File: src/rtl/y2nv_pkg.sv
// ----------------------------------------------------------------------------
// y2nv_pkg
// Shared constants, register codes and types of the 4:4:4 to NV12 chroma
// downsampler.
// ----------------------------------------------------------------------------
package y2nv_pkg;

  localparam int MAX_WIDTH  = 4096;
  localparam int MAX_HEIGHT = 4096;
  localparam int COL_W      = $clog2(MAX_WIDTH);
  localparam int ROW_W      = $clog2(MAX_HEIGHT);
  localparam int LINE_AW    = COL_W - 1;
  localparam int LINE_DEPTH = MAX_WIDTH / 2;
  localparam int CFG_W      = 13;
  localparam int CFG_IDX_W  = 1;
  localparam int PIX_W      = 8;
  localparam int PAIR_W     = PIX_W + 1;
  localparam int LINE_W     = 2 * PAIR_W;
  localparam int POS_W      = 11;

  localparam logic [CFG_IDX_W-1:0] CFG_FRAME_WIDTH  = 1'b0;
  localparam logic [CFG_IDX_W-1:0] CFG_FRAME_HEIGHT = 1'b1;

  localparam logic [CFG_W-1:0] WIDTH_RST  = CFG_W'(1920);
  localparam logic [CFG_W-1:0] HEIGHT_RST = CFG_W'(1080);
  localparam logic [CFG_W-1:0] WIDTH_LIM  = CFG_W'(MAX_WIDTH);
  localparam logic [CFG_W-1:0] HEIGHT_LIM = CFG_W'(MAX_HEIGHT);

  typedef struct packed {
    logic               odd_col;
    logic               odd_row;
    logic               frame_end;
    logic [LINE_AW-1:0] col_half;
    logic [ROW_W-2:0]   row_half;
    logic [PAIR_W-1:0]  cb_pair;
    logic [PAIR_W-1:0]  cr_pair;
  } scan_t;

  function automatic logic [CFG_W-1:0] clamp_dim(input logic [CFG_W-1:0] v,
                                                 input logic [CFG_W-1:0] hi);
    logic [CFG_W-1:0] r;
    if (v == '0) begin
      r = CFG_W'(1);
    end else if (v > hi) begin
      r = hi;
    end else begin
      r = v;
    end
    return r;
  endfunction

endpackage

File: src/rtl/y2nv_scan.sv
// ----------------------------------------------------------------------------
// y2nv_scan
// Frame size registers, raster position counters and the held even-column
// chroma samples; forms the pair sums of each incoming pixel.
// ----------------------------------------------------------------------------
module y2nv_scan
  import y2nv_pkg::*;
(
  input  logic                 clk_i,
  input  logic                 rst_ni,
  input  logic                 cfg_we_i,
  input  logic [CFG_IDX_W-1:0] cfg_index_i,
  input  logic [CFG_W-1:0]     cfg_data_i,
  input  logic                 advance_i,
  input  logic [PIX_W-1:0]     cb_i,
  input  logic [PIX_W-1:0]     cr_i,
  output scan_t                scan_o
);

  logic [CFG_W-1:0] width_q, height_q;
  logic [COL_W-1:0] col_q, col_d;
  logic [ROW_W-1:0] row_q, row_d;
  logic [PIX_W-1:0] held_cb_q, held_cr_q;
  logic [CFG_W-1:0] w_eff, h_eff;
  logic             last_col, last_row;

  always_ff @(posedge clk_i or negedge rst_ni) begin
    if (!rst_ni) begin
      width_q  <= WIDTH_RST;
      height_q <= HEIGHT_RST;
    end else if (cfg_we_i) begin
      case (cfg_index_i)
        CFG_FRAME_WIDTH:  width_q  <= cfg_data_i;
        CFG_FRAME_HEIGHT: height_q <= cfg_data_i;
        default: ;
      endcase
    end
  end

  assign w_eff    = clamp_dim(width_q, WIDTH_LIM);
  assign h_eff    = clamp_dim(height_q, HEIGHT_LIM);
  assign last_col = (CFG_W'(col_q) + CFG_W'(1)) >= w_eff;
  assign last_row = (CFG_W'(row_q) + CFG_W'(1)) >= h_eff;

  always_comb begin
    col_d = col_q + COL_W'(1);
    row_d = row_q;
    if (last_col) begin
      col_d = '0;
      row_d = last_row ? '0 : row_q + ROW_W'(1);
    end
  end

  always_ff @(posedge clk_i or negedge rst_ni) begin
    if (!rst_ni) begin
      col_q     <= '0;
      row_q     <= '0;
      held_cb_q <= '0;
      held_cr_q <= '0;
    end else if (advance_i) begin
      col_q <= col_d;
      row_q <= row_d;
      if (!col_q[0]) begin
        held_cb_q <= cb_i;
        held_cr_q <= cr_i;
      end
    end
  end

  assign scan_o.odd_col   = col_q[0];
  assign scan_o.odd_row   = row_q[0];
  assign scan_o.frame_end = last_col & last_row;
  assign scan_o.col_half  = col_q[COL_W-1:1];
  assign scan_o.row_half  = row_q[ROW_W-1:1];
  assign scan_o.cb_pair   = PAIR_W'(held_cb_q) + PAIR_W'(cb_i);
  assign scan_o.cr_pair   = PAIR_W'(held_cr_q) + PAIR_W'(cr_i);

endmodule

File: config.mk
export PLATFORM = sky130hd
export DESIGN_NAME = y2nv_scan
export DESIGN_NICKNAME = d
export VERILOG_FILES = /design/src/rtl/y2nv_pkg.sv /design/src/rtl/y2nv_scan.sv
export SDC_FILE = /design/constraint.sdc
export NUM_CORES = 1
export LEC_CHECK = 0
export ABC_AREA = 1
export ABC_CLOCK_PERIOD_IN_PS = 5200
export BUFFER_PORTS_ARGS = -buffer_cell sky130_fd_sc_hd__buf_2
export CAP_MARGIN = 20
export CORE_MARGIN = 4
export CORE_UTILIZATION = 61
export DETAILED_ROUTE_END_ITERATION = 16
export GPL_TIMING_DRIVEN = 0
export PLACE_DENSITY = 0.87
export SLEW_MARGIN = 40
export SYNTH_ARGS = -nofsm -noshare
export SYNTH_HDL_FRONTEND = slang
export SYNTH_SLANG_ARGS = --single-unit
File: constraint.sdc
create_clock -name clk_i -period 5.2 [get_ports clk_i]
set_input_delay 0.78 -clock clk_i [delete_from_list [all_inputs] [get_ports clk_i]]
set_output_delay 0.78 -clock clk_i [all_outputs]
set_load 0.02 [all_outputs]
==> metrics.md, run 1 <==
| Metric | Value |
|---|---|
| Final Critical Period | 3801 ps |
| Number of synthesized register bits | 66 |
| Root Buffer | clkbuf_8 |
| GRT Util Overall | 23.88% |
| Top cells by count, synth | nand2_1, inv_1, dfrtp_1 |
| Area share of the largest cell type after synthesis | roughly 32% |
| IO Pins | 77 |
| Worst-margin pin slew | 448.2 ps |
| DIE AREA | 8765 um^2 |
| Final Max Tran Viols | 0 |
| TritonCTS buffer count | 9 |
| Initial Utilization | around 64% |
| Worst path required time | roughly 4400 ps |
| DRT Wirelength | 9695 um |
| Row Count | 30 |
| Clk slew on worst S/H paths | 80 ps |
| Area growth syn-to-layout | 15.70% |
| Clock sink count | 66 |
| Final Hold Fails | 0 |
| Layout Cells excl Fill | 773 |
| Clock Power Share | 19.3% |
| Final Util | 74.50% |
| Fin Setup TNS | 0 ps |
| Synth warn | 0 |
| Vias per inst | 5.145 |
| Slew headroom | 70.12% |
| Logic gate share of total power | a little under half |
| Placed cells | 757 |
| Post_cts resized | 0 |
| Die X | about 94 um |
| Internal Power | 1.173 mW |
| P per Cell Area | 396.8 nW/um^2 |
| Number of port buffers | 76 |
| ANT cells | 0 |
| RSZ-0062 raised after global routing | no |
| WL per Instance | between 10 and 15 um |
| Switch Pwr | 880.1 uW |
| Worst min path class | in -> async |
| Syn_area_per_cell | 7.657 um^2 |
| Post-CTS Setup Repair Bufs | 0 |
| Syn Inst Count | 584 |
| Core Region | 6944 um^2 |
| Most frequent cell after synthesis | nand2_1 |
| Fin Clk Skew | between 10 and 15 ps |
| Final HPWL DP | 7690 um |
| Vias in the first global route | 3889 |
| Largest net degree at the start of global routing | 36 |
| Share of cells above drive strength 1 | 19.20% |
| Part of the cycle the worst path needs | 73.10% |
| H-tree levels | 3 |
| Global-route wire length before repair | 16690 um |
| Max VDD drop | between 200 and 250 uV |
| # DRC | 0 |
| Syn nets | 664 |
| Cell Area, Synth | 4472 um^2 |
| CTS tree | built |
| Status | completed |
| Yosys top cell by area | dfrtp_1 |
| Synth cell types | 30 |
| Setup crit end kind | primary output |
| Synth top area cells | dfrtp_1, nand2_1, ha_1 |
| F_max | 263.1 MHz |
| Net Sw Frac | 42.87% |
| Worst-path fanout max | 10 |
| Post-synthesis sequential area ratio | between 30% and 40% |
| Number of synthesized flops with an enable pin | 0 |
| Clock latency on the worst-skew pair | 350 ps |
| Hold_ws | 365.7 ps |
| Global route overflow | 0 |
| Number of routed nets with antenna violations | 0 |
| Post-cts hold buffer count | 0 |
| Vias | 3977 |
| Arr. time, crit path | 3020 ps |
| Async SR Flop Fraction | 100.0% |
| Initial DRT Pass Iterations | 5 |
| CTS max path bufs | 2 |
| Worst Setup Start Kind | flop |
| Max-cap violations | 0 |
| Nets | around 750 |
| Antenna violations before repair | 0 |
| Die height | roughly 94 um |
| Final setup violation count | 0 |
| Gp weighted congestion | 0.8682 |
| Sequential power share | 34.1% |
| Initial DRC count | between 150 and 200 |
| Crit path kind | reg -> out |
| Synth Flop Type | dfrtp_1 |
| Lkg Pwr | 2.984 nW |
-- layout make-up --
class	instances	area, um^2
fillers	547	1770
plain buffers	11	72.57
clock inverters	6	41.29
flip-flops and latches	66	1662
inverters	78	292.8
multi-input cells	429	2445
repair buffers	77	402.9
well taps	96	120.1
clock buffers	10	137.6
-- flip-flops by register name (all words and copies together), names as in the netlist --
register   flops
height_q      13
held_cb_q      8
width_q       13
row_q         12
col_q         12
held_cr_q      8
-- placed cells by master, fill, tap and decap left out, types with 3 or more instances in the layout --
cell        n
buf_2      76
clkbuf_1    5
nand2_1   214
nand2_2     3
clkbuf_8   10
buf_4       3
nand4_1     6
nor4_1      5
clkinv_2    3
xnor2_1     5
inv_1      77
nor2_1     35
mux2_4      5
nand3_1    14
buf_6       3
xor2_1     22
mux2_2      9
dfrtp_1    58
o21ai_0    36
a21oi_1    19
dfstp_2     8
ha_1       44
-- power by group through the flow --
stage | clock network [mW] | logic, mW | registers, mW
after global routing | 0.429 | 1.08 | 0.712
after floorplan | 0 | 0.663 | 0.716
after CTS | 0.402 | 0.961 | 0.700
final | 0.397 | 0.955 | 0.700
after detailed placement | 0 | 0.952 | 0.709
after global placement | 0 | 0.901 | 0.703
-- metal layers --
metal / track usage, % / up-vias / routed length, um
met5: 0 / - / 0
met4: 8.183 / 0 / 187
met3: 5.310 / 18 / 639
met2: 41.39 / 121 / 4739
met1: 29.30 / 1822 / 4129
li1: - / 2016 / -
-- worst max-delay path: stages (launching register included) --
cell and delay, ps:
dfrtp_1 460, ha_1 230, nand2_1 60, inv_1 120, nand3_1 150, nor2_1 120
nand2_1 60, nand2_1 80, inv_1 50, ha_1 280, nand2_1 60, nor2_1 130
nand2_1 70, nor2_1 80, nand2_1 50, nand2_1 120, buf_2 250, nand2_1 70
inv_1 70, buf_2 160
-- worst paths after layout --
kind,from,to,slack [ps],cells past startpoint
setup / recovery,row_q[0],scan_o[40],1400,19
setup reg to reg,col_q[0],row_q[3],2520,16
max in group asynchronous,rst_ni,width_q[7],4250,2
hold reg to reg,height_q[4],height_q[4],500,2
hold / removal,rst_ni,width_q[11],370,1
min in group clk_i,height_q[4],height_q[4],500,2
-- per-stage QoR --
step / worst slack, ps / area, um^2 / power (mW)
after floorplan: 2091 / 4472 / 1.379
after global placement: 1865 / 4972 / 1.604
after detailed placement: 1768 / 4995 / 1.661
after CTS: 1384 / 5174 / 2.063
after global routing: 1091 / 5174 / 2.220
final: 1399 / 5174 / 2.053
-- cell families (layout without fill, tap and decap cells) --
group / Yosys count / in the layout / share of synthesized area [%]
flops: 66 / 66 / 37.16
fa+ha+maj: 46 / 46 / 13.21
mux: 14 / 14 / 3.945
xor+xnor: 27 / 27 / 5.288
compound gates: 60 / 60 / 7.023
buf+inv: 89 / 182 / 8.170
simple gates: 282 / 282 / 25.21
No activity file was read; power rests on OpenSTA's default activity.
==> inputs of run 2 (changes only) <==
--- a/config.mk
+++ b/config.mk
@@ -5,15 +5,15 @@
 export SDC_FILE = /design/constraint.sdc
 export NUM_CORES = 1
 export LEC_CHECK = 0
-export ABC_AREA = 1
-export ABC_CLOCK_PERIOD_IN_PS = 5200
+export ABC_AREA = 0
+export ABC_CLOCK_PERIOD_IN_PS = 3100
 export BUFFER_PORTS_ARGS = -buffer_cell sky130_fd_sc_hd__buf_2
 export CAP_MARGIN = 20
 export CORE_MARGIN = 4
-export CORE_UTILIZATION = 61
+export CORE_UTILIZATION = 51
 export DETAILED_ROUTE_END_ITERATION = 16
 export GPL_TIMING_DRIVEN = 0
-export PLACE_DENSITY = 0.87
+export PLACE_DENSITY = 0.78
 export SLEW_MARGIN = 40
 export SYNTH_ARGS = -nofsm -noshare
 export SYNTH_HDL_FRONTEND = slang
==> constraint.sdc (replaced) <==
create_clock -name clk_i -period 3.1 [get_ports clk_i]
set_input_delay 0.465 -clock clk_i [delete_from_list [all_inputs] [get_ports clk_i]]
set_output_delay 0.465 -clock clk_i [all_outputs]
set_load 0.02 [all_outputs]
==> run 2 against run 1 <==
Net effect: the run now ends with negative setup slack left; via count is 10% lower; critical path depth is 9 lower; routed wire length is 1.7% higher; total power is 100% higher; clock power is 89% higher; largest cell class unchanged; highest routed layer unchanged.
==> metrics.md, run 2 <==
| Metric | Value |
|---|---|
| Status | finished with violations |
| Violated checks | negative setup slack |
| Worst Setup Start Kind | flop |
| Vias per inst | 5.539 (+7.7%) |
| Slew headroom | 61.48% (-8.6 points) |
| Initial DRT Pass Iterations | 5 (unchanged) |
| Number of port buffers | 76 (unchanged) |
| F_max | ~310 MHz |
| CTS tree | built |
| Crit path kind | reg -> out |
| Final Critical Period | 3185 ps |
| Area growth syn-to-layout | 27.04% |
| Levels on crit path | 10 (-9) |
| Core Region | 8175 um^2 (+18%) |
| Reg2Reg Launch Point | col_q[2] |
| Gp weighted congestion | 0.8814 (+1.5%) |
| Max stage delay on crit path | 410 ps (-50 ps) |
| # DRC | 0 (unchanged) |
| Global-route wire length before repair | 16640 um (-0.29%) |
| Most frequent CP cell | and3_4 |
| DIE AREA | 9893 um^2 (+13%) |
| Arr. time, crit path | 2720 ps (-300 ps) |
| CP Cell Sequence | and3_4 > and3_4 > and3_4 > xnor2_2 > ha_1 > and4_4 > and2_4 > a221o_1 > and2_4 > buf_6 |
| RSZ-0062 raised after global routing | yes |
| Number of synthesized flops with an enable pin | 0 (unchanged) |
| P per Cell Area | 774.4 nW/um^2 (+95%) |
| Synth top area cells | dfrtp_1, ha_1, mux2_2 |
| WL per Instance | 15.26 um (+22%) |
| Worst min path class | in -> async |
| Largest registers | height_q: 13 flops, width_q: 13 flops |
| Most frequent cell after synthesis | dfrtp_1 |
| Cell Area, Synth | 4267 um^2 (-4.6%) |
| Fin Clk Skew | 10.21 ps (-1.780 ps) |
| Largest net degree at the start of global routing | 35 (-2.8%) |
| Hold_ws | 68.80 ps (-296.9 ps) |
| Synth cell types | 41 (+37%) |
| Post-synthesis sequential area ratio | 38.94% (+1.8 points) |
| ANT cells | 0 (unchanged) |
| Final Max Tran Viols | 0 (unchanged) |
| Share of cells above drive strength 1 | 40.30% (+21 points) |
| Syn Inst Count | 424 (-27%) |
| Antenna violations before repair | 0 (unchanged) |
| Lkg Pwr | 2.632 nW (-12%) |
| Vias | 3578 (-10%) |
| Number of synthesized register bits | 66 (unchanged) |
| Final setup violation count | 1 (+1) |
| Dpl ws | -382.8 ps (-2151 ps) |
| Worst-path fanout max | 6 (-4) |
| Die height | 99.47 um (+6.2%) |
| Worst path required time | 2630 ps (-1790 ps) |
| Part of the cycle the worst path needs | 102.8% |
| Worst-margin pin slew | 577.9 ps (+129.6 ps) |
| IO Pins | 77 (unchanged) |
| Nets | 616 (-18%) |
| Synth Flop Type | dfrtp_1 |
| Root Buffer | clkbuf_8 |
| Final HPWL DP | 7151 um (-7.0%) |
| Clock sink count | 66 (unchanged) |
| Top cells by count, synth | dfrtp_1, nand2_1, ha_1 |
| Buf/Inv on CP | 1 (-4) |
| R2r setup slk | 140 ps (-2380 ps) |
| Setup crit end kind | primary output |
| Post-route setup slack | -85.32 ps (-1484 ps) |
| Number of routed nets with antenna violations | 0 (unchanged) |
| Async SR Flop Fraction | 100.0% (unchanged) |
| Global route overflow | 0 (unchanged) |
| Initial DRC count | 145 (-4.6%) |
| Syn nets | 504 (-24%) |
| Clock latency on the worst-skew pair | 340 ps (about the same) |
| Final Util | 66.30% (-8.2 points) |
| Row Count | 33 (+10%) |
| Worst r2r dst | row_q[6] |
| H-tree levels | 3 (unchanged) |
| Reg2Reg Depth | 12 (-4) |
| Die X | 99.47 um (+6.2%) |
| Yosys top cell by area | dfrtp_1 |
| Commonest non-fill, non-tap cells in the layout | buf_2, dfrtp_1, nand2_1 |
| DRT Wirelength | 9855 um (+1.7%) |
| TritonCTS buffer count | 9 (unchanged) |
| Vias in the first global route | 3581 (-7.9%) |
| Max VDD drop | 361.1 uV (+74%) |
| CTS max path bufs | 2 (unchanged) |
| Most common cell after layout, fill and taps aside | buf_2 |
| Initial Utilization | 52.19% (-12 points) |
| Area share of the largest cell type after synthesis | 34.02% (+1.6 points) |
| Crit path max-delay family | simple AND/OR/NAND/NOR gates |
| Max-cap violations | 0 (unchanged) |
| Tot Pwr | 4.197 mW (+100%) |
| Final Hold Fails | 0 (unchanged) |
| Syn_area_per_cell | 10.06 um^2 (+31%) |
| Synth warn | 0 (unchanged) |
| Fin Setup TNS | -85.32 ps (-85.32 ps) |
| GRT Util Overall | 20.73% (-3.1 points) |
| Clk slew on worst S/H paths | 80 ps (about the same) |
| Slowest CP cell | dfrtp_2 |
## run 2: cell count changes after synthesis, moves of 6 or more
cell	previous run	this run
nand2_1	214	50
a22o_1	0	8
buf_2	1	7
and3_1	0	13
mux2_2	9	40
inv_1	77	20
nor2_1	35	15
xnor2_1	5	23
o21ai_0	36	8
nand2b_1	0	7
xor2_1	22	8
o21ai_1	0	19
nand4_1	6	0
## run 2: metrics by stage
step,instance area (um^2),cells
6_report,5420,646
5_1_grt,5420,646
4_1_cts,5358,644
3_5_place_dp,4801,606
3_3_place_gp,4778,605
2_1_floorplan,4267,424
## run 2: how the worst max path moves through the flow
| stage | startpoint | endpoint |
|---|---|---|
| 3_3_place_gp | row_q[0] | scan_o[40] |
| 4_1_cts | col_q[2] | scan_o[40] |
| 3_5_place_dp | row_q[0] | scan_o[40] |
| 6_report | col_q[2] | scan_o[40] |
| 5_1_grt | row_q[1] | scan_o[40] |
| 2_1_floorplan | col_q[2] | scan_o[40] |
## run 2: repair_timing
action / in CTS / in global routing
setup buffers: 24 / 2
setup endpoints to repair: 10 / 10
pin swaps: 20 / 4
resized for setup: 42 / 11
hold buffers: 0 / 0
## run 2: cell families (layout without fill, tap and decap cells)
family	after synthesis	in the layout	synth area share [%]
AOI/OAI and AO/OA	79	79	12.41
xor gates and xnor gates	31	31	6.364
adders and majority gates	46	46	13.84
buffers and inverters	34	151	3.196
DFF	66	66	38.94
muxes	41	41	10.79
and+or+nand+nor	127	127	14.46
## run 2: report_power, final
group / total (mW) / leakage [nW] / internal (mW) / switching, mW
Combinational: 2.21 / 1.74 / 0.979 / 1.24
Clock: 0.749 / 0.0921 / 0.376 / 0.372
Sequential: 1.23 / 0.798 / 1.07 / 0.160
Total: 4.20 / 2.63 / 2.43 / 1.77
## run 2: cell type report
type,count,area (um^2)
Clock buffer,9,123.9
Fill cell,657,2755
Inverter,20,75.07
Buffer,12,53.80
Multi-Input combinational cell,324,2683
Clock inverter,7,78.83
Sequential cell,66,1670
Tap cell,105,131.4
Timing Repair Buffer,103,604.3
## run 2: worst reg2reg max path, stage by stage (launching register included)
cell	delay (ps)
dfrtp_2	410
and3_4	190
and3_4	170
and3_4	180
xnor2_2	140
ha_1	320
and4_4	180
buf_4	140
and2_1	160
a22o_1	210
a31oi_4	270
nor2_2	160
a221o_1	310
## run 2: layer usage
| metal | track usage [%] | part of all wire [%] |
|---|---|---|
| met1 | 26.68 | 44 |
| met2 | 35.43 | 49 |
| met3 | 3.226 | 5.3 |
| met4 | 7.458 | 1.9 |
| met5 | 0 | 0 |
